## src/ssd_pkg.sv

```systemverilog
// shared types, codes and the digit image table of the seven-segment scanner
package ssd_pkg;

	localparam int MAX_DIGITS_DEF = 8;
	localparam int DIGITS_RESET = 4;

	localparam int FUNC_W = 3;
	localparam int IDX_W = 3;
	localparam int BCD_W = 4;
	localparam int SEG_W = 8;
	localparam int SEL_W = 3;
	localparam int PERIOD_W = 16;
	localparam int CFG_IDX_W = 2;
	localparam int CFG_DATA_W = 16;

	localparam logic [FUNC_W-1:0] FUNC_TICK = 3'd0;
	localparam logic [FUNC_W-1:0] FUNC_BCD = 3'd1;
	localparam logic [FUNC_W-1:0] FUNC_DOT_SET = 3'd2;
	localparam logic [FUNC_W-1:0] FUNC_DOT_CLR = 3'd3;
	localparam logic [FUNC_W-1:0] FUNC_DOT_TGL = 3'd4;

	localparam logic [CFG_IDX_W-1:0] CFG_DIGITS = 2'd0;
	localparam logic [CFG_IDX_W-1:0] CFG_BLINK_FIRST = 2'd1;
	localparam logic [CFG_IDX_W-1:0] CFG_BLINK_LAST = 2'd2;
	localparam logic [CFG_IDX_W-1:0] CFG_BLINK_PERIOD = 2'd3;

	localparam logic [SEG_W-1:0] DOT_MASK = 8'h80;

	typedef struct packed {
		logic load;
		logic step;
		logic read;
		logic mod_iter;
		logic finish;
	} ssd_cmd_t;

	typedef struct packed {
		logic need_mod;
		logic mod_more;
	} ssd_stat_t;

	function automatic logic [6:0] digit_image(input logic [BCD_W-1:0] bcd);
		logic [6:0] img;
		case (bcd)
			4'd0: img = 7'h3F;
			4'd1: img = 7'h06;
			4'd2: img = 7'h5B;
			4'd3: img = 7'h4F;
			4'd4: img = 7'h66;
			4'd5: img = 7'h6D;
			4'd6: img = 7'h7D;
			4'd7: img = 7'h07;
			4'd8: img = 7'h7F;
			4'd9: img = 7'h6F;
			default: img = 7'h00;
		endcase
		return img;
	endfunction

endpackage

```

## src/ssd_ram.sv

```systemverilog
// generic single-port-write ram with registered read
module ssd_ram #(
	parameter int WIDTH = 8,
	parameter int DEPTH = 8
) (
	input  logic                                      clk,
	input  logic                                      we,
	input  logic [(DEPTH > 1 ? $clog2(DEPTH) : 1)-1:0] waddr,
	input  logic [WIDTH-1:0]                          wdata,
	input  logic                                      re,
	input  logic [(DEPTH > 1 ? $clog2(DEPTH) : 1)-1:0] raddr,
	output logic [WIDTH-1:0]                          rdata
);

	logic [WIDTH-1:0] mem_q [DEPTH];
	logic [WIDTH-1:0] rdata_q;

	always_ff @(posedge clk) begin
		if (we) begin
			mem_q[waddr] <= wdata;
		end
		if (re) begin
			rdata_q <= mem_q[raddr];
		end
	end

	assign rdata = rdata_q;

endmodule

```

## src/ssd_ctrl.sv

```systemverilog
// controller state machine of the seven-segment scanner
module ssd_ctrl (
	input  logic               clk,
	input  logic               arst_n,
	input  logic               start,
	input  ssd_pkg::ssd_stat_t stat,
	output ssd_pkg::ssd_cmd_t  cmd,
	output logic               busy,
	output logic               done
);
	import ssd_pkg::*;

	typedef enum logic [2:0] {S_IDLE, S_STEP, S_READ, S_MOD, S_DONE} state_t;

	state_t state_q;
	logic   done_q;

	always_ff @(posedge clk or negedge arst_n) begin
		if (!arst_n) begin
			state_q <= S_IDLE;
			done_q <= 1'b0;
		end else begin
			done_q <= (state_q == S_DONE);
			case (state_q)
				S_IDLE: if (start) state_q <= S_STEP;
				S_STEP: state_q <= S_READ;
				S_READ: state_q <= stat.need_mod ? S_MOD : S_DONE;
				S_MOD: if (!stat.mod_more) state_q <= S_DONE;
				S_DONE: state_q <= S_IDLE;
				default: state_q <= S_IDLE;
			endcase
		end
	end

	always_comb begin
		cmd = '0;
		cmd.load = (state_q == S_IDLE) && start;
		cmd.step = (state_q == S_STEP);
		cmd.read = (state_q == S_READ);
		cmd.mod_iter = (state_q == S_MOD);
		cmd.finish = (state_q == S_DONE);
	end

	assign busy = (state_q != S_IDLE);
	assign done = done_q;

	a_accept_steps: assert property (@(posedge clk) disable iff (!arst_n)
		start && !busy |=> state_q == S_STEP)
		else $error("accepted item did not enter step");

	a_done_pulse: assert property (@(posedge clk) disable iff (!arst_n)
		done |=> !done)
		else $error("done held longer than one cycle");

	a_mod_exit: assert property (@(posedge clk) disable iff (!arst_n)
		state_q == S_MOD && !stat.mod_more |=> state_q == S_DONE ##1 done)
		else $error("modulo loop did not finish into a result");

endmodule

```

## src/ssd_dp.sv

```systemverilog
// datapath of the seven-segment scanner: config, scan pointer, blink counter, segment store
module ssd_dp #(
	parameter int MAX_DIGITS = ssd_pkg::MAX_DIGITS_DEF
) (
	input  logic                             clk,
	input  logic                             arst_n,
	input  ssd_pkg::ssd_cmd_t                cmd,
	output ssd_pkg::ssd_stat_t               stat,
	input  logic [ssd_pkg::FUNC_W-1:0]       func,
	input  logic [ssd_pkg::IDX_W-1:0]        digit_index,
	input  logic [ssd_pkg::BCD_W-1:0]        bcd_value,
	input  logic                             cfg_we,
	input  logic [ssd_pkg::CFG_IDX_W-1:0]    cfg_index,
	input  logic [ssd_pkg::CFG_DATA_W-1:0]   cfg_wdata,
	output logic                             drive_valid,
	output logic [ssd_pkg::SEG_W-1:0]        segments,
	output logic [ssd_pkg::SEL_W-1:0]        digit_select,
	output logic                             dot_on
);
	import ssd_pkg::*;

	localparam int AW = (MAX_DIGITS > 1) ? $clog2(MAX_DIGITS) : 1;
	localparam int DW = $clog2(MAX_DIGITS + 1);
	localparam int CW = 5;
	localparam int SUM_W = PERIOD_W + 1;
	localparam int RST_DIGITS = (DIGITS_RESET > MAX_DIGITS) ? MAX_DIGITS : DIGITS_RESET;
	localparam logic [DW-1:0] DIG_RST = DW'(RST_DIGITS);
	localparam logic [AW-1:0] PTR_RST = AW'(RST_DIGITS - 1);

	// latched item
	logic [FUNC_W-1:0]   func_q;
	logic [IDX_W-1:0]    idx_q;
	logic [BCD_W-1:0]    bcd_q;

	// configuration and scan state
	logic [DW-1:0]       digits_q;
	logic [2:0]          first_q;
	logic [2:0]          last_q;
	logic [PERIOD_W-1:0] period_q;
	logic [PERIOD_W-1:0] counter_q;
	logic [AW-1:0]       ptr_q;
	logic [SUM_W-1:0]    sum_q;
	logic                mod_req_q;
	logic [MAX_DIGITS-1:0] valid_q;
	logic                valid_rd_q;

	// result registers
	logic                drive_valid_q;
	logic [SEG_W-1:0]    segments_q;
	logic [SEL_W-1:0]    digit_select_q;
	logic                dot_on_q;

	logic [DW-1:0]       cfg_digits;
	logic [DW-1:0]       ptr_inc;
	logic [AW-1:0]       ptr_new;
	logic [AW-1:0]       idx_addr;
	logic [AW-1:0]       rd_addr;
	logic [SEG_W-1:0]    ram_rdata;
	logic [SEG_W-1:0]    cur;
	logic                mod_more;
	logic                blank;
	logic                wr_en;
	logic [SEG_W-1:0]    wr_data;
	logic                res_valid;
	logic [SEG_W-1:0]    res_seg;
	logic [SEL_W-1:0]    res_sel;
	logic                res_dot;

	// digit count clamped to 1..MAX_DIGITS
	always_comb begin
		if (cfg_wdata[3:0] == 4'd0) begin
			cfg_digits = DW'(1);
		end else if (CW'(cfg_wdata[3:0]) > CW'(MAX_DIGITS)) begin
			cfg_digits = DW'(MAX_DIGITS);
		end else begin
			cfg_digits = DW'(cfg_wdata[3:0]);
		end
	end

	assign ptr_inc = DW'(ptr_q) + DW'(1);
	assign ptr_new = (ptr_inc == digits_q) ? '0 : AW'(ptr_inc);
	assign idx_addr = AW'(idx_q);
	assign rd_addr = (func_q == FUNC_TICK) ? ptr_q : idx_addr;
	assign mod_more = (sum_q >= SUM_W'(period_q));

	assign stat.need_mod = mod_req_q;
	assign stat.mod_more = mod_more;

	always_ff @(posedge clk) begin
		if (cmd.load) begin
			func_q <= func;
			idx_q <= digit_index;
			bcd_q <= bcd_value;
		end
		if (cmd.step) begin
			sum_q <= SUM_W'(counter_q) + SUM_W'(ptr_new == '0 ? digits_q : digits_q);
		end else if (cmd.mod_iter && mod_more) begin
			sum_q <= sum_q - SUM_W'(period_q);
		end
		if (cmd.finish) begin
			drive_valid_q <= res_valid;
			segments_q <= res_seg;
			digit_select_q <= res_sel;
			dot_on_q <= res_dot;
		end
	end

	always_ff @(posedge clk or negedge arst_n) begin
		if (!arst_n) begin
			digits_q <= DIG_RST;
			first_q <= '0;
			last_q <= '0;
			period_q <= '0;
			counter_q <= '0;
			ptr_q <= PTR_RST;
			mod_req_q <= 1'b0;
			valid_q <= '0;
			valid_rd_q <= 1'b0;
		end else begin
			if (cfg_we) begin
				case (cfg_index)
					CFG_DIGITS: begin
						digits_q <= cfg_digits;
						ptr_q <= AW'(cfg_digits - DW'(1));
					end
					CFG_BLINK_FIRST: first_q <= cfg_wdata[2:0];
					CFG_BLINK_LAST: last_q <= cfg_wdata[2:0];
					CFG_BLINK_PERIOD: begin
						period_q <= cfg_wdata[PERIOD_W-1:0];
						counter_q <= '0;
					end
					default: ;
				endcase
			end
			if (cmd.step) begin
				if (func_q == FUNC_TICK) begin
					ptr_q <= ptr_new;
				end
				mod_req_q <= (func_q == FUNC_TICK) && (period_q != '0) && (ptr_new == '0);
			end
			if (cmd.mod_iter && !mod_more) begin
				counter_q <= sum_q[PERIOD_W-1:0];
			end
			if (cmd.read) begin
				valid_rd_q <= valid_q[rd_addr];
			end
			if (cmd.finish && wr_en) begin
				valid_q[idx_addr] <= 1'b1;
			end
		end
	end

	// entries never written read as zero
	assign cur = valid_rd_q ? ram_rdata : '0;

	assign blank = (period_q != '0)
		&& (CW'(ptr_q) >= CW'(first_q)) && (CW'(ptr_q) <= CW'(last_q))
		&& (counter_q > (period_q >> 1));

	always_comb begin
		res_valid = 1'b0;
		res_seg = '0;
		res_sel = '0;
		res_dot = 1'b0;
		wr_en = 1'b0;
		wr_data = cur;
		case (func_q)
			FUNC_TICK: begin
				res_valid = 1'b1;
				res_seg = blank ? '0 : cur;
				res_sel = SEL_W'(ptr_q);
			end
			FUNC_BCD: begin
				if (CW'(idx_q) < CW'(digits_q)) begin
					wr_en = 1'b1;
					wr_data = (cur & DOT_MASK) | {1'b0, digit_image(bcd_q)};
				end
			end
			FUNC_DOT_SET, FUNC_DOT_CLR, FUNC_DOT_TGL: begin
				if (CW'(idx_q) < CW'(MAX_DIGITS)) begin
					wr_en = 1'b1;
					if (func_q == FUNC_DOT_SET) begin
						wr_data = cur | DOT_MASK;
					end else if (func_q == FUNC_DOT_CLR) begin
						wr_data = cur & ~DOT_MASK;
					end else begin
						wr_data = cur ^ DOT_MASK;
					end
					res_dot = wr_data[SEG_W-1];
				end
			end
			default: ;
		endcase
	end

	ssd_ram #(
		.WIDTH(SEG_W),
		.DEPTH(MAX_DIGITS)
	) u_seg_ram (
		.clk  (clk),
		.we   (cmd.finish && wr_en),
		.waddr(idx_addr),
		.wdata(wr_data),
		.re   (cmd.read),
		.raddr(rd_addr),
		.rdata(ram_rdata)
	);

	assign drive_valid = drive_valid_q;
	assign segments = segments_q;
	assign digit_select = digit_select_q;
	assign dot_on = dot_on_q;

	a_ptr_in_range: assert property (@(posedge clk) disable iff (!arst_n)
		DW'(ptr_q) < digits_q)
		else $error("scan pointer beyond digit count");

	a_counter_below_period: assert property (@(posedge clk) disable iff (!arst_n)
		period_q != '0 |-> counter_q < period_q)
		else $error("blink counter not reduced below period");

endmodule

```

## src/seven_segment_scan_with_blink.sv

```systemverilog
// top level of the multiplexed seven-segment scanner with digit blinking
// an item is taken when start is high and busy low; its result shows on done for one cycle
// an accepted item passes the step, read and done states in turn; when a tick wraps to digit 0
// with blinking on, modulo states subtract the period from counter + digits between read and done
// throughput: a new item may be started in the cycle that done is high
// reset (arst_n low, async): store reads as zero, 4 digits scanned, pointer on last digit
module seven_segment_scan_with_blink #(
	parameter int MAX_DIGITS = ssd_pkg::MAX_DIGITS_DEF
) (
	input  logic                           clk,
	input  logic                           arst_n,
	input  logic                           start,
	output logic                           busy,
	input  logic [ssd_pkg::FUNC_W-1:0]     func,
	input  logic [ssd_pkg::IDX_W-1:0]      digit_index,
	input  logic [ssd_pkg::BCD_W-1:0]      bcd_value,
	input  logic                           cfg_we,
	input  logic [ssd_pkg::CFG_IDX_W-1:0]  cfg_index,
	input  logic [ssd_pkg::CFG_DATA_W-1:0] cfg_wdata,
	output logic                           done,
	output logic                           drive_valid,
	output logic [ssd_pkg::SEG_W-1:0]      segments,
	output logic [ssd_pkg::SEL_W-1:0]      digit_select,
	output logic                           dot_on
);
	import ssd_pkg::*;

	// commands from the sequencer, status back from the datapath
	ssd_cmd_t  cmd;
	ssd_stat_t stat;

	// sequencer: idle, step the pointer, read the store, reduce the blink counter, finish
	ssd_ctrl u_ctrl (
		.clk   (clk),
		.arst_n(arst_n),
		.start (start),
		.stat  (stat),
		.cmd   (cmd),
		.busy  (busy),
		.done  (done)
	);

	// datapath: config registers, scan pointer, blink counter and segment store; config writes land
	// here directly, the user must make them only while idle, and the block itself does not enforce it
	ssd_dp #(
		.MAX_DIGITS(MAX_DIGITS)
	) u_dp (
		.clk         (clk),
		.arst_n      (arst_n),
		.cmd         (cmd),
		.stat        (stat),
		.func        (func),
		.digit_index (digit_index),
		.bcd_value   (bcd_value),
		.cfg_we      (cfg_we),
		.cfg_index   (cfg_index),
		.cfg_wdata   (cfg_wdata),
		.drive_valid (drive_valid),
		.segments    (segments),
		.digit_select(digit_select),
		.dot_on      (dot_on)
	);

endmodule
```

## config.mk

```make
export PLATFORM = sky130hd
export DESIGN_NAME = seven_segment_scan_with_blink
export DESIGN_NICKNAME = d
export VERILOG_FILES = /design/src/ssd_pkg.sv /design/src/ssd_ram.sv /design/src/ssd_ctrl.sv /design/src/ssd_dp.sv /design/src/seven_segment_scan_with_blink.sv
export SDC_FILE = /design/constraint.sdc
export NUM_CORES = 1
export LEC_CHECK = 0
export ABC_AREA = 1
export ABC_CLOCK_PERIOD_IN_PS = 9100
export BUFFER_PORTS_ARGS = -buffer_cell sky130_fd_sc_hd__buf_4
export CAP_MARGIN = 20
export CORE_ASPECT_RATIO = 1.1
export CORE_MARGIN = 1
export CORE_UTILIZATION = 50
export CTS_CLUSTER_SIZE = 24
export DETAILED_ROUTE_END_ITERATION = 7
export PLACE_DENSITY = 0.67
export SLEW_MARGIN = 20
export SYNTH_ARGS = -nofsm -noshare
export SYNTH_HDL_FRONTEND = slang
export SYNTH_SLANG_ARGS = --single-unit
```

## constraint.sdc

```tcl
create_clock -name clk -period 9.1 [get_ports clk]
set_input_delay 0.455 -clock clk [delete_from_list [all_inputs] [get_ports clk]]
set_output_delay 0.455 -clock clk [all_outputs]
set_load 0.02 [all_outputs]
```

Word-level counts from Yosys, hierarchy flattened
Memory sizes are Yosys's and may differ from the RTL's. A register that Yosys moved wholly into a read port is not among the register bits.
Index checks and enable logic that the tools add are counted.
- ROM bits: 112
- flip-flop bits (word level): 99
- memories kept: 2
- latch bits: 0
- input port bits: 32
- logic and storage cells: 115
- memory bits (writable): 64
- output and inout bits: 15
- bitwise logic cells: 4
- shifts and indexed selects: 0
- divide/modulo/power cells: 0
- reduce and logical (&&, ||, !) cells: 29
- equality and inequality tests: 14
- $lt $le $gt $ge: 9
- add/sub/neg operators: 4
- muxes and demuxes: 34
- multiply operators: 0
- memories (memory ; depth ; bits a word ; rd ports ; clocked after Yosys merged registers in ; wr ports ; line ; text):
    (name not given) ; 16 ; 7 ; 1 ; 1 ; 0 ; ssd_pkg.sv:44 ; case (bcd)
    u_dp.u_seg_ram.mem_q ; 8 ; 8 ; 1 ; 1 ; 1 ; ssd_ram.sv:15 ; logic [WIDTH-1:0] mem_q [DEPTH];
- operator list (cell ; number):
    16-bit 2-to-1 mux ; 3
    17-bit 2-to-1 mux ; 2
    8-bit 2-to-1 mux ; 4
    3-bit 2-to-1 mux ; 9
    16-bit by 4-bit adder with 17-bit output ; 1
    17-bit by 16-bit >= comparator with 1-bit output ; 1
    17-bit by 16-bit subtractor with 17-bit output ; 1
    16-bit by 15-bit greater-than comparator with 1-bit output ; 1
    8-bit case mux with 2 select lines ; 1
    16-bit nonzero test ; 1
    7-bit 2-to-1 mux ; 2
    3-bit by 2-bit == test with 1-bit output (second input constant) ; 4
    4-bit 2-to-1 mux ; 3
    3-bit case mux with 4 select lines ; 1
    2-bit AND reduction ; 6
    1-bit logical AND ; 10
    3-bit logical NOT ; 3
    3-bit by 4-bit less-than comparator with 1-bit output (second input constant) ; 2
    8-bit by 7-bit bitwise OR with 8-bit output ; 1
    8-bit bitwise OR ; 1
    3-bit by 1-bit == test with 1-bit output (second input constant) ; 2
    3-bit == test (second input constant) ; 2
    1-bit 2-to-1 mux ; 6
    2-bit nonzero test ; 3
    other kinds (21) ; 24

Depth between registers and ports, before layout
- depth in word-level cells: 8
- gate-level depth with buffers: 14
- depth with buffers taken out: 14

Hierarchy
From an unflattened synthesis, not the netlist that was laid out.
- cell total of the unflattened synthesis: 1179
- area total of the unflattened synthesis: 9845.7 um^2
- modules (own cells, without submodules) (module ; seq. area each (um^2) ; cells an instance ; instances ; area an instance (um^2)):
    ssd_dp ; 2721.4 ; 847 ; 1 ; 6492.5
    ssd_ram ; 2162.1 ; 303 ; 1 ; 3130.5
    ssd_ctrl ; 100.1 ; 29 ; 1 ; 222.7

Least setup slack after synthesis
No wires, ideal clock.
- path kind: flip-flop to flip-flop
- start point: register u_ctrl.state_q[2]
- end point: memory u_dp.u_seg_ram.mem_q[1][0] (enable)
- clock period less this slack: 2964 ps
- path slack: 6136 ps
- cell stages (with the launch flop): 6
- library setup time: 383 ps
- path buffers: 1
- data required time: 8717 ps
- arrival time: 2581 ps
- path through: dfrtp_1 > inv_1 > nor3_1 > nand2_2 > buf_2 > nor3_1
- RTL lines (item ; line ; text):
    start: declaration ; ssd_ctrl.sv:15 ; state_t state_q;
    start signal: assignment ; ssd_ctrl.sv:27 ; S_READ: state_q <= stat.need_mod ? S_MOD : S_DONE;
    end: declaration ; ssd_ram.sv:15 ;

Worst setup path in the final report
- start point: register u_dp.digits_q[1]
- end point: memory u_dp.u_seg_ram.mem_q[7][5] (enable)
- cells in the longest elaborated chain, start to end: 6
- RTL lines (item ; line ; text):
    start: declaration ; ssd_dp.sv:36 ; logic [DW-1:0] digits_q;
    start signal: assignment ; ssd_dp.sv:123 ; digits_q <= cfg_digits;
    3-bit by 4-bit less-than comparator with 1-bit output ; ssd_dp.sv:174 ; if (CW'(idx_q) < CW'(digits_q)) begin
    1-bit 2-to-1 mux ; ssd_dp.sv:174 ;
    1-bit case mux with 2 select lines ; ssd_dp.sv:167 ; case (func_q)
    1-bit logical AND ; ssd_dp.sv:201 ; .we (cmd.finish && wr_en),
    1-bit 2-to-1 mux ; ssd_ram.sv:19 ; if (we) begin
    1-bit 2-to-1 mux (implied by the code) ; ssd_ram.sv:20 ; mem_q[waddr] <= wdata;
No other way between the ends.

==> summary.md <==
| Metric | Value |
|---|---|
| Hpwl dp | `16.22 mm` |
| Setup total negative slack | `0 ns` |
| CP arrival | `2.92 ns` |
| Number of max-cap violations | `0` |
| Hold Buf Count CTS | `0` |
| Post-CTS Setup Inserts | `0` |
| First-pass DRT Iterations | `7` |
| Synth Cell Area | `9498 sq um` |
| Number of port buffers | `46` |
| Slew at the pin closest to its max-slew limit | `1.054 ns` |
| Final hold vios | `0` |
| Tot Pwr | `3.209 mW` |
| Netlist cell types | `48` |
| Static Leak | `4.792 nW` |
| Compound-gate portion of the synthesized area | `0.09485` |
| Core ar. | `18480 sq um` |
| Most frequent cells in the layout | `nand2_1 (281), nor2_1 (122), edfxtp_1 (112)` |
| Startpoint types | `flip-flop` |
| DR WL/cell | `16.54 um` |
| CP endpoint kind | `flip-flop` |
| FF+latch area | `4984 sq um` |
| Worst endpoint required time | `9.15 ns` |
| Area leader, netlist | `edfxtp_1` |
| # IOs | `47` |
| RD Place Congestion | `0.8611` |
| PD cells | `302.6 nW/um^2` |
| Layout cell share with drive strength beyond 1 | `0.1127` |
| Final min period | `2.864 ns` |
| Max-slew headroom | `0.2974` |
| Largest family of logic cells by synthesized area | `simple AND/OR/NAND/NOR gates` |
| Max-slew violations | `0` |
| Mapped Nets | `1163` |
| Die Wd | `133.4 um` |
| Clock buffer count from CTS | `17` |
| RSZ-0062 raised after global routing | `false` |
| Worst Skew | `0.01065 ns` |
| Commonest non-fill, non-tap cell in the layout | `nand2_1` |
| Gr usage total | `0.2444` |
| Crit. Startpoint | `u_dp.digits_q[1]$_DFFE_PN0P_` |
| Buffers plus inverters on the worst setup path | `1` |
| Final std cells w/o fill | `1379` |
| Post-Place Cells | `1347` |
| Initial antenna violation count | `0` |
| Chip height | `146.6 um` |
| Post-DRT Antenna Nets | `0` |
| # DRC | `0` |
| Worst skew pair latency | `0.44 ns` |
| Worst setup margin | `6.236 ns` |
| Pre-CTS setup slack | `6.174 ns` |
| Die Footprint | `19550 sq um` |
| DP Area | `10030 sq um` |
| CP top delay family | `simple AND/OR/NAND/NOR gates` |
| Fill cells | `1692` |
| Synth top area cells | `edfxtp_1 (35%), dfrtp_1 (15%), nand2_1 (11%)` |
| Mux cell area share after synthesis | `0.001054` |
| Htree depth | `4` |
| Post-CTS Resized | `0` |
| Total congestion overflow | `0` |
| Final worst path period share | `0.3147` |
| Top cell type's share of synthesized area | `0.3541` |
| Drt initial violations | `838` |
| Largest net degree at the start of global routing | `60` |
| Post-synthesis xor/xnor area fraction | `0.008299` |
| Seq cells post-synth | `178` |
| Critical-path top delay cell | `nor3_1` |
| Vias | `7344` |
| Global-route wire length before repair | `36.71 mm` |
| Most common cell on crit path | `nand2_1` |
| Syn_area_per_cell | `8.811 sq um` |
| Sink Count | `178` |
| Vias/cell | `5.326` |
| Diodes inserted | `0` |
| Worst-case clock buffer depth | `2` |
| DRT Wirelength | `22.81 mm` |
| Post-synthesis sequential area ratio | `0.5247` |
| # setup viols final | `0` |
| Status | `finished clean` |
| Mapped Cells | `1078` |
| Vias in the first global route | `7028` |
| Synth Area in Adders | `0.07140` |
| Floorplan row count | `52` |
| Critical Path, Cell by Cell | `inv_1 -> ha_1 -> o21ai_0 -> nand2_1 -> nand3_1 -> nand3_2 -> nand2_1 -> nand2_2 -> nor3_1` |
| Crit Path Max Fanout | `16` |
| Core Util, Final | `0.5740` |
| Crit-path max cell delay | `0.83 ns` |
| Setup CP Type | `flip-flop to flip-flop` |
| Initial core utilization | `0.5140` |
| Syn. warnings | `0` |
| Min-Delay Path Class | `primary input to asynchronous set/reset pin` |
| Max VDD drop | `0.1636 mV` |
| Area of the multi-input gates | `3964 sq um` |
| Max Freq | `349.2 MHz` |
| CTS tree | `built` |
| FF-to-FF Start | `u_dp.digits_q[1]$_DFFE_PN0P_` |
| Simple-gate share of the synthesized area | `0.2407` |
| Final nets | `1208` |
| CTS root buf | `clkbuf_16` |
| Clk pin slew, worst setup/hold paths | `0.07 ns` |
| Area growth, synth to finish | `11.67%` |
| Worst hold slack | `0.1001 ns` |
| Post-route cell area | `10610 sq um` |
==> worst paths after layout <==
check | slack (ns) | cells after the start | end
hold / removal | 0.10 | 1 | u_dp.ptr_q[2]$_DFF_PN0_
setup reg to reg | 6.24 | 9 | u_dp.u_seg_ram.mem_q[7][5]$_DFFE_PP_
min in group clk | 0.20 | 1 | u_dp.func_q[2]$_DFFE_PP_
max in group asynchronous | 8.45 | 1 | u_dp.period_q[11]$_DFFE_PN0P_
setup / recovery | 6.24 | 9 | u_dp.u_seg_ram.mem_q[7][5]$_DFFE_PP_
hold reg to reg | 0.46 | 2 | u_dp.valid_q[5]$_DFFE_PN0N_
==> where the power goes <==
group          switching [mW]  internal (mW)  total, mW
Combinational           0.850          0.408       1.26
Sequential              0.129           1.12       1.25
Clock                   0.342          0.363      0.705
Total                    1.32           1.89       3.21
==> synth_stat cells, drive strengths merged <==
cell type and number:
or2 8, buf 14, a211oi 2, xor2 5, ha 51, nor2 136, nand4 6, nor3 9
nand3 78, and2 1, dfxtp 7, mux2i 1, xnor2 4, edfxtp 112, fa 2, o21ai 91
dfstp 3, nand2 288, o21bai 3, nor3b 2, o31ai 2, o22ai 1, dfrtp 56, clkbuf 8
a31o 1, inv 113, o211ai 3, a21oi 63, o21a 1, and3 1, nand3b 5, a31oi 1
==> cell families after synthesis <==
| family | after synthesis |
|---|---|
| multiplexers | 1 |
| buffers and inverters | 135 |
| AO/OA/AOI/OAI | 168 |
| XOR/XNOR | 9 |
| flip-flops | 178 |
| AND/OR/NAND/NOR | 534 |
| adder cells (fa/ha/maj) | 53 |
==> layer usage <==
metal	GRT usage	routed length (um)	vias to the layer above	part of all wire
met5	0	0	-	0
met4	0.06875	310	0	0.014
met3	0.04306	1279	25	0.056
met2	0.3885	10650	227	0.47
met1	0.3439	10580	3416	0.46
li1	-	-	3676	-
==> cell type report <==
cell class              count  area share
inverters                 113     0.04023
well taps                 243     0.02867
repair buffers             48     0.03397
clock inverters            15     0.01345
flip-flops and latches    178      0.4699
clock buffers              17     0.04011
multi-input cells         765      0.3737
==> registers in the layout, summed over array words and instances, names as in the netlist, 3 cells and up, named ones only <==
| signal | flops |
|---|---|
| u_dp.u_seg_ram.mem_q | 64 |
| u_dp.sum_q | 17 |
| u_dp.counter_q | 16 |
| u_dp.period_q | 16 |
| u_dp.segments | 8 |
| u_dp.u_seg_ram.rdata | 8 |
| u_dp.valid_q | 8 |
| u_dp.bcd_q | 4 |
| u_dp.digits_q | 4 |
| u_ctrl.state_q | 3 |
| u_dp.digit_select | 3 |
| u_dp.first_q | 3 |
| u_dp.func_q | 3 |
| u_dp.idx_addr | 3 |
| u_dp.last_q | 3 |
| u_dp.ptr_q | 3 |
No activity file was read; power rests on OpenSTA's default activity.
